$ cat src/hw/rtl/cod_pkg.sv
package cod_pkg;

    localparam int MAX_OBSTACLES = 256;
    localparam int ADDR_W        = $clog2(MAX_OBSTACLES);
    localparam int CNT_W         = $clog2(MAX_OBSTACLES + 1);

    localparam int CMD_W      = 2;
    localparam int POS_W      = 16;
    localparam int ENTRY_W    = 2 * POS_W;
    localparam int RADIUS_W   = 12;
    localparam int MAXD_W     = 13;
    localparam int DIST_W     = 16;
    localparam int INTEN_W    = 16;
    localparam int CFG_IDX_W  = 2;
    localparam int CFG_DATA_W = 13;

    localparam int DIFF_W     = POS_W + 1;
    localparam int SQ1_W      = 2 * POS_W;
    localparam int SQ_W       = SQ1_W + 1;
    localparam int ROOT_W     = (SQ_W + 1) / 2;
    localparam int VAL_W      = 2 * ROOT_W;
    localparam int ROOT_STEPS = ROOT_W;
    localparam int FRAC_W     = INTEN_W;
    localparam int STEP_W     = $clog2(ROOT_STEPS + 1);
    localparam int UNIT_W     = ROOT_W + 3;
    localparam int DEN_W      = MAXD_W + 1;
    localparam int CLAMP_W    = ROOT_W + 2;

    localparam int FAR_DISTANCE = 25600;

    typedef enum logic [CMD_W-1:0] {
        CMD_CLEAR    = 2'd0,
        CMD_LOAD     = 2'd1,
        CMD_QUERY    = 2'd2,
        CMD_RESERVED = 2'd3
    } cmd_t;

    localparam logic [CFG_IDX_W-1:0] REG_RADIUS       = 2'd0;
    localparam logic [CFG_IDX_W-1:0] REG_MAX_DISTANCE = 2'd1;

    typedef struct packed {
        logic [UNIT_W-1:0] rem;
        logic [UNIT_W-1:0] trial;
    } csub_req_t;

    typedef struct packed {
        logic              ge;
        logic [UNIT_W-1:0] diff;
    } csub_rsp_t;

endpackage

$ cat src/hw/rtl/cod_csub.sv
module cod_csub (
    input  cod_pkg::csub_req_t req,
    output cod_pkg::csub_rsp_t rsp
);

    // Shared restoring step: compare the partial remainder with the trial value.
    assign rsp.ge   = (req.rem >= req.trial);
    assign rsp.diff = req.rem - req.trial;

endmodule

$ cat config.mk
export PLATFORM = sky130hd
export DESIGN_NAME = cod_csub
export DESIGN_NICKNAME = d
export VERILOG_FILES = /design/src/hw/rtl/cod_pkg.sv /design/src/hw/rtl/cod_csub.sv
export SDC_FILE = /design/constraint.sdc
export NUM_CORES = 1
export LEC_CHECK = 0
export BUFFER_PORTS_ARGS = -buffer_cell sky130_fd_sc_hd__buf_2
export CAP_MARGIN = 30
export CORE_MARGIN = 2
export CORE_UTILIZATION = 48
export DETAILED_ROUTE_END_ITERATION = 10
export PLACE_DENSITY = 0.95
export SLEW_MARGIN = 15
export SYNTH_ARGS = -nofsm -noshare
export SYNTH_HDL_FRONTEND = slang
export SYNTH_SLANG_ARGS = --single-unit
export TNS_END_PERCENT = 50
$ cat constraint.sdc
create_clock -name vclk -period 2.84
set_clock_uncertainty 0.2 [all_clocks]
set_input_delay 0.284 -clock vclk [all_inputs]
set_output_delay 0.284 -clock vclk [all_outputs]
set_load 0.02 [all_outputs]
# Word level (Yosys, flattened, before mapping)
# Cells that the tools add are included.
# op_classes
addsub	1
order_cmp	1
# op_table
op	count
>= comparator 20 bit	1
subtractor 20 bit	1
# word_totals
register_bits	0
inputBits	40
word_cells	2

# Logic depth before layout (Yosys ltp)
# Gate-level depths: netlist of run 1.
# depth
depth_word	1
mapped_depth	9
mapped_depth_nobuf	9

# Worst setup path before layout of run 1
# Ideal clock, no wire load.
# synth_path
path_kind	input to output
start	in req[20] in the netlist's numbering
end	out rsp[20] in the netlist's numbering
arrival_ns	2.099
required_time_ns	2.356
slack_ns	0.257
path_stages	9
path_buffers	0
cell_sequence	inv_1 ha_1 fa_1 and2b_1 o31ai_2 a21oi_2 o21bai_1 a21oi_1 o21ai_0
# synth_rtl
item	line	text
start: declaration	cod_csub.sv:2	input cod_pkg::csub_req_t req,
end: declaration	cod_csub.sv:3	output cod_pkg::csub_rsp_t rsp

==> results of run 1 <==
synthesized netlist by cell type, types with 2 or more instances:
library cell,count
and2_1,2
xnor2_1,10
nand2_1,14
a21o_1,2
a21o_2,2
a31oi_1,3
o21ai_0,12
clkbuf_2,2
nand4_1,4
clkbuf_1,3
inv_1,25
a21oi_1,19
o21a_1,3
ha_1,20
nand3_1,7
o21bai_1,2
xor2_1,7
o31ai_2,2
nor2_1,8
worst max path at each step:
| stage | start | to | slack [ps] | cells past startpoint |
|---|---|---|---|---|
| after global routing | req[20] | rsp[14] | 6 | 11 |
| after CTS | req[0] | rsp[18] | 130 | 10 |
| after floorplan | req[20] | rsp[20] | 260 | 9 |
| after detailed placement | req[0] | rsp[18] | 150 | 10 |
| final | req[20] | rsp[14] | 130 | 11 |
| after global placement | req[0] | rsp[18] | 220 | 10 |
where the power goes:
group          switching, mW  internal [mW]  leakage [nW]
clock network              0              0             0
logic                  0.253          0.172         0.803
registers                  0              0             0
kinds of logic (layout without fill, tap and decap cells):
kind of cell	count (synthesis)	in the layout	synth area share
compound gates	53	53	0.314
fa+ha+maj	21	21	0.245
simple gates	44	44	0.201
buf+inv	30	88	0.105
xor+xnor	17	17	0.135
placed cells by master (no fill, tap or decap), types with 4 or more instances in the layout:
cell	Yosys	layout
inv_1	25	25
nand3_1	7	7
xor2_1	7	7
nor2_1	8	8
a21oi_1	19	19
o21ai_0	12	11
xnor2_1	10	10
nand4_1	4	4
nand2_1	14	14
buf_2	0	61
ha_1	20	20
layer usage:
layer	wire length (microns)	GRT usage	share of wire
met1	1200	0.292	0.42
met2	1440	0.407	0.50
met3	204	0.00287	0.072
met4	0	0.00439	0
met5	0	0	0
tightest hold or removal path, stage by stage:
cell   delay, ps
buf_2         80
ha_1         160
inv_1         40
buf_2        150
metrics by stage:
step / utilization / area [sq um] / cells / worst slack (ps) / hold WS [ps]
CTS: 0.655 / 1440 / 251 / 132 / 801
detailed placement: 0.655 / 1440 / 251 / 152 / 800
floorplan: - / 1100 / 165 / 257 / 583
global placement: 0.655 / 1440 / 251 / 218 / 771
global route: 0.655 / 1440 / 251 / 6.17 / 822
finish: 0.655 / 1440 / 251 / 127 / 795
final cells by class:
cell class	instances	area [sq um]	area share
inverters	25	93.8	0.0654
multi-input cells	135	986	0.687
well taps	28	35.0	0.0244
repair buffers	63	320	0.223
==> metrics.md, run 1 <==
| Metric | Value |
|---|---|
| Fin crit share | 0.955 |
| Slew Viols, Final | 0 |
| CP max stage delay | between 200 and 300 ps |
| Hold Crit Endpoint | rsp[0] |
| Congestion Overflow GR | 0 |
| CP endpoint kind | output pin |
| Peak VDD IR | 0.157 mV |
| Leakage | around 0.80 nW |
| Setup total negative slack | 0 ps |
| Slew headroom | 0.666 |
| Hold-fix buffers, CTS | 0 |
| Synthesized Nets | 226 |
| Number of port buffers | roughly 60 |
| Tot Pwr | 425 uW |
| Setup repair bufs after CTS | 0 |
| First-pass GRT wire length | 4.79 mm |
| Ys Warns | 0 |
| Number of global-route vias before repair | 1166 |
| Max Cap Viol | 0 |
| Worst-margin pin slew | around 500 ps |
| Core Region | 2190 sq um |
| Avg WL per Cell | 11.3 microns |
| Seq_cells | 0 |
| GPL Wtd Cong | 0.864 |
| WP buf/inv | 3 |
| Clock buffer count | 0 |
| Sequential cell area | 0 sq um |
| Dpl hpwl | ~2.4 mm |
| Worst Path Class, Setup | input port to output pin |
| Syn-to-layout area delta | 30.3% |
| Std cell rows | 17 |
| Cells on Worst Hold Path | 4 |
| Die height | 51.9 microns |
| Hold_sp | req[0] |
| Final setup viols | 0 |
| CP arrival | 2230 ps |
| Cell Area, Synth | 1100 sq um |
| Power Density | about 300 nW/um^2 |
| Remaining DRCs | 0 |
| Top post-synthesis cells by area | ha_1, a21oi_1, inv_1 |
| Avg Synthesized Cell Area | 6.67 sq um |
| Starting Density | 0.503 |
| Seq/Total Area, Yosys | 0 |
| Post-DRT Antenna Nets | 0 |
| WP data required | 2360 ps |
| Final nets | 286 |
| Leading area contributor after synthesis | ha_1 |
| Vias per Instance | ~5.5 |
| Crit-path cells | buf_2, inv_1, ha_1, fa_1, and2b_1, o31ai_2, a21oi_2, a21o_1, o31ai_2, xnor2_1, buf_2 |
| Ant diodes | 0 |
| Gr usage total | 0.218 |
| Pre-antenna DRT Iters | 4 |
| Max Freq | about 370 MHz |
| Fin. Hold Viols | 0 |
| Die ar. | 2690 sq um |
| Fin crit period | ~2700 ps |
| RSZ-0062 raised after global routing | false |
| Starting DRT DRC Count | 40 |
| Slowest CP cell | o31ai_2 |
| Hold Crit Class | input port to output pin |
| Largest net degree at the start of global routing | 8 |
| WL final | roughly 2.8 mm |
| Post-CTS Resized | 0 |
| Status | complete, no violations |
| CP max FO | 5 |
| Fraction of layout instances using a drive strength above 1 | 0.327 |
| Family with the most delay on the worst path | compound AO/OA/AOI/OAI gates |
| Die W | around 52 microns |
| Via count | 1376 |
| # IOs | 61 |
| Top cell type's share of synthesized area | 0.227 |
| Fillers | 199 |
| Initial antenna violation count | 0 |
| Post-synthesis cell type count | 37 |
| Synth Instances | 165 |
| Setup crit start kind | input port |
Power figures use the tool's default switching activity.
==> run 2: changes to the inputs <==
--- a/config.mk
+++ b/config.mk
@@ -7,6 +7,7 @@
 export LEC_CHECK = 0
 export BUFFER_PORTS_ARGS = -buffer_cell sky130_fd_sc_hd__buf_2
 export CAP_MARGIN = 30
+export CORE_ASPECT_RATIO = 1.2
 export CORE_MARGIN = 2
 export CORE_UTILIZATION = 48
 export DETAILED_ROUTE_END_ITERATION = 10
==> run 2 against run 1 <==
Combinational power about the same. Final area up 0.26%. Non-clock buffer count unchanged. Critical path depth down 1. Count of clock-buffer cells in the layout unchanged. Global-route usage down 0.38 points. Via count down 1.9%. Utilization down 1.1 points. Die area about the same. Sequential cell count unchanged. Wire length up 1.3%. Fmax down 0.31%. Critical endpoint is now rsp[18]. Largest cell class unchanged. Largest power group unchanged.
==> metrics.md, run 2 (same netlist as run 1, synthesis figures left out) <==
| Metric | Value |
|---|---|
| Status | complete, no violations |
| Vias per Instance | 5.31 |
| Max Cap Viol | 0 |
| Core Region | 2230 sq um |
| Finished Layout Cells | 254 |
| Critical Path End | rsp[18] |
| Number of port buffers | 61 |
| CP max FO | 5 |
| Die height | 56.5 microns |
| Most frequent cells in the layout | buf_2, inv_1, ha_1 |
| RSZ-0062 raised after global routing | false |
| Pre-CTS WS | 145 ps |
| Multi-input logic area | 986 sq um |
| Worst hold slack | 779 ps |
| Setup repair bufs after CTS | 0 |
| Std cell rows | 19 |
| Slew headroom | 0.677 |
| Fin util | 0.644 |
| Starting Density | 0.493 |
| Fin crit share | 0.958 |
| Critical Path Source | req[0] |
| Hold Crit Class | input port to output pin |
| Final setup viols | 0 |
| Max Freq | 367 MHz |
| Ant diodes | 0 |
| Fin. Hold Viols | 0 |
| Congestion Overflow GR | 0 |
| Commonest non-fill, non-tap cell in the layout | buf_2 |
| Worst-margin pin slew | 480 ps |
| Avg WL per Cell | 11.3 microns |
| Die W | 47.7 microns |
| Die ar. | 2690 sq um |
| # IOs | 61 |
| Largest net degree at the start of global routing | 8 |
| Gr usage total | 0.214 |
| Setup total negative slack | 0 ps |
| Syn-to-layout area delta | 30.7% |
| CP arrival | 2240 ps |
| GPL Wtd Cong | 0.846 |
| Starting DRT DRC Count | 42 |
| Fin crit period | 2720 ps |
| CP endpoint kind | output pin |
| Initial antenna violation count | 0 |
| Final nets | 286 |
| Via count | 1350 |
| Setup crit start kind | input port |
| Clock buffer count | 0 |
| Remaining DRCs | 0 |
| WP data required | 2360 ps |
| Pre-antenna DRT Iters | 7 |
| Number of global-route vias before repair | 1202 |
| Slew Viols, Final | 0 |
| Fillers | between 200 and 250 |
| Fraction of layout instances using a drive strength above 1 | 0.327 |
| First-pass GRT wire length | between 4 and 5 mm |
| PnR worst setup slack | roughly 120 ps |
| Post-DRT Antenna Nets | 0 |
| WL final | slightly below 3 mm |
| Leakage | between 0.8 and 0.9 nW |
| Dpl hpwl | 2.44 mm |
| Sequential cell area | 0 sq um |
| Power Density | ~300 nW/um^2 |
| Seq_cells | 0 |
| Peak VDD IR | approximately 0.17 mV |
| Worst Path Class, Setup | input port to output pin |
| Placed cell count | ~250 |
run 2: stage by stage:
| step | power (mW) | cell area [sq um] |
|---|---|---|
| 6_report | 0.428 | 1440 |
| 5_1_grt | 0.465 | 1440 |
| 4_1_cts | 0.425 | 1440 |
| 3_5_place_dp | 0.423 | 1440 |
| 3_3_place_gp | 0.413 | 1440 |
| 2_1_floorplan | 0.295 | 1100 |
run 2: cell type report:
cell class | count | share of cell area
inverters | 25 | 0.0652
well taps | 31 | 0.0270
repair buffers | 63 | 0.223
multi-input cells | 135 | 0.685
run 2: worst max-delay path: stages:
cell,delay [ps]
buf_2,100
ha_1,220
fa_1,410
and2b_1,240
o31ai_2,80
a21oi_2,260
a32oi_1,100
o21ai_0,220
xor2_1,150
buf_2,170
run 2: repair_timing:
action / in CTS / in global routing
resized for setup: 0 / 1
hold buffers: 0 / 0
endpoints found under the setup margin: 0 / 1
run 2: routing by layer:
metal	part of all wire	GRT usage	up-vias
li1	-	-	696
met2	0.51	0.389	57
met3	0.066	0.00965	2
met1	0.42	0.274	595
met4	0.0056	0.0193	0
met5	0	0	-
run 2: how the worst min path moves through the flow:
stage | from | end | depth (start not counted)
2_1_floorplan | req[0] | rsp[0] | 2
4_1_cts | req[0] | rsp[0] | 4
3_5_place_dp | req[0] | rsp[0] | 4
6_report | req[0] | rsp[0] | 4
3_3_place_gp | req[0] | rsp[0] | 4
5_1_grt | req[0] | rsp[0] | 4
run 2: power breakdown:
group | switching [mW] | internal, mW
Combinational | 0.255 | 0.172
Clock | 0 | 0
Sequential | 0 | 0
==> run 3: changes to the inputs <==
--- a/config.mk
+++ b/config.mk
@@ -5,14 +5,14 @@
 export SDC_FILE = /design/constraint.sdc
 export NUM_CORES = 1
 export LEC_CHECK = 0
+export ABC_AREA = 1
 export BUFFER_PORTS_ARGS = -buffer_cell sky130_fd_sc_hd__buf_2
 export CAP_MARGIN = 30
 export CORE_ASPECT_RATIO = 1.2
 export CORE_MARGIN = 2
-export CORE_UTILIZATION = 48
+export CORE_UTILIZATION = 51
 export DETAILED_ROUTE_END_ITERATION = 10
 export PLACE_DENSITY = 0.95
-export SLEW_MARGIN = 15
 export SYNTH_ARGS = -nofsm -noshare
 export SYNTH_HDL_FRONTEND = slang
 export SYNTH_SLANG_ARGS = --single-unit
==> run 3 against run 2 <==
Combinational power barely moved. First-iteration DRC count down 9.5%. Cell count rose by 41%. Utilization increased by 2.7 points. Worst setup slack improved by 330 ps. Wire length rose by 17%. Sequential share of layout area is the same. Critical path type unchanged. Sequential cell count unchanged. Via count grew 30%. Synthesized cell count up 61%. Total power is 0.83% higher. Global-route usage rose by 2.1 points.
==> metrics.md, run 3 <==
| Metric | Value |
|---|---|
| Status | complete, no violations |
| Setup crit start kind | input port |
| # IOs | 61 |
| Core Region | 2530 sq um |
| Fillers | 249 |
| Remaining DRCs | 0 |
| Number of port buffers | 61 |
| Number of global-route vias before repair | 1656 |
| Multi-input logic area | 1120 sq um |
| Crit-path cells | buf_2, ha_1, fa_1, inv_1, nand3_1, nand3_1, nand2_1, nand2_2, nand2_1, nand2_1, nand2_1, nand2_1, buf_2 |
| Top post-synthesis cells by area | nand2_1, ha_1, inv_1 |
| Dpl hpwl | 3.04 mm |
| Vias per Instance | between 4 and 5 |
| Synthesized Nets | about 330 |
| Leading area contributor after synthesis | nand2_1 |
| Syn-to-layout area delta | 25.7% |
| Seq/Total Area, Yosys | 0 |
| Met3 usage | 0.00985 |
| WP data required | ~2400 ps |
| Post-DRT Antenna Nets | 0 |
| Fin. Hold Viols | 0 |
| CP endpoint kind | output pin |
| Sequential cell area | 0 sq um |
| Synth Instances | 265 |
| Cell Area, Synth | 1350 sq um |
| Congestion Overflow GR | 0 |
| Ys Warns | 0 |
| Avg WL per Cell | 9.38 microns |
| Most Crowded Layer GR | met2 |
| Worst Path Class, Setup | input port to output pin |
| Max Cap Viol | 0 |
| Commonest non-fill, non-tap cell in the layout | nand2_1 |
| Fin crit period | 2390 ps |
| Avg Synthesized Cell Area | 5.09 sq um |
| Slew Viols, Final | 0 |
| Synth cell count leaders | nand2_1, inv_1, nor2_1, ha_1, nand3_1 |
| Peak VDD IR | ~0.18 mV |
| Starting DRT DRC Count | 38 |
| Largest net degree at the start of global routing | 7 |
| Setup repair bufs after CTS | 0 |
| Hold Crit Class | input port to output pin |
| WL final | 3.37 mm |
| Slowest CP cell | fa_1 |
| Post-CTS Resized | 0 |
| Power Density | 254 nW/um^2 |
| Seq_cells | 0 |
| Die height | 60.4 microns |
| Die W | 51.0 microns |
| Final nets | 389 |
| GPL Wtd Cong | approximately 0.86 |
| Initial antenna violation count | 0 |
| Global-route met2 utilization | 0.505 |
| Max Freq | 419 MHz |
| RSZ-0062 raised after global routing | false |
| Worst-margin pin slew | 225 ps |
| Finished Layout Cells | 359 |
| Starting Density | 0.534 |
| Most frequent cells in the layout | nand2_1, inv_1, buf_2 |
| Post-synthesis cell type count | 19 |
| Leakage | ~1.2 nW |
| Cells on Worst Hold Path | 4 |
| Hold-fix buffers, CTS | 0 |
| Via count | 1760 |
| Fin crit share | 0.841 |
| Placed cell count | 359 |
| Most common cell in the synthesized netlist | nand2_1 |
| GR met1 Demand/Resource | 0.249 |
| CP arrival | 1900 ps |
| First-pass GRT wire length | 5.93 mm |
| Top cell type's share of synthesized area | 0.259 |
| CP max FO | 3 |
| Pre-antenna DRT Iters | 4 |
| Cell mode on critical path | nand2_1 |
| Std cell rows | 20 |
| Clock buffer count | 0 |
| Setup total negative slack | 0 ps |
| CP max stage delay | 410 ps |
| Final setup viols | 0 |
| Die ar. | 3080 sq um |
| Ant diodes | 0 |
| Fraction of layout instances using a drive strength above 1 | 0.233 |
| Slew headroom | 0.849 |
| Gr usage total | 0.235 |
## run 3: cell types whose count changed after synthesis, sizes merged, moves of 5 or more
| cell | delta |
|---|---|
| o21ai | -9 |
| nand3 | +13 |
| nor2 | +17 |
| clkbuf | -5 |
| nand2 | +86 |
| inv | +36 |
| xnor2 | -8 |
## run 3: stage by stage
| step | cell area [sq um] | util | worst slack (ps) | hold slack [ps] | power [mW] |
|---|---|---|---|---|---|
| floorplan | 1350 | - | 704 | 583 | 0.305 |
| global placement | 1700 | 0.671 | 503 | 770 | 0.421 |
| detailed placement | 1700 | 0.671 | 464 | 772 | 0.429 |
| CTS | 1700 | 0.671 | 463 | 773 | 0.431 |
| global route | 1700 | 0.671 | 303 | 794 | 0.481 |
| finish | 1700 | 0.671 | 451 | 765 | 0.431 |
## run 3: critical path, delay by kind of cell
kind	cells	cell delay (ps)
fa+ha+maj	2	620
buf+inv	3	370
simple gates	8	650
## run 3: final cells by class
cell class	instances	share of cell area
Inverter	61	0.135
Multi-Input combinational cell	204	0.661
Tap cell	33	0.0243
Timing Repair Buffer	61	0.180
## run 3: worst paths after layout
kind,start,end,slack (ps)
setup / recovery,req[0],rsp[12],450
hold / removal,req[0],rsp[0],770
## run 3: metal layers
layer  vias to the layer above  wire length [microns]
met5                         -                      0
li1                        934                      -
met4                         0                     45
met2                        62                   1770
met3                         8                    176
met1                       756                   1370
## run 3: kinds of logic (layout without fill, tap and decap cells)
kind of cell / count (synthesis) / in the layout / share of synthesized area
AO/OA/AOI/OAI: 22 / 22 / 0.0853
AND/OR/NAND/NOR: 152 / 152 / 0.487
adder cells (fa/ha/maj): 21 / 21 / 0.200
buffers and inverters: 61 / 122 / 0.170
XOR/XNOR: 9 / 9 / 0.0584
## run 3: power breakdown
group / switching (mW) / total [mW] / internal [mW]
clock network: 0 / 0 / 0
logic: 0.273 / 0.431 / 0.158
registers: 0 / 0 / 0
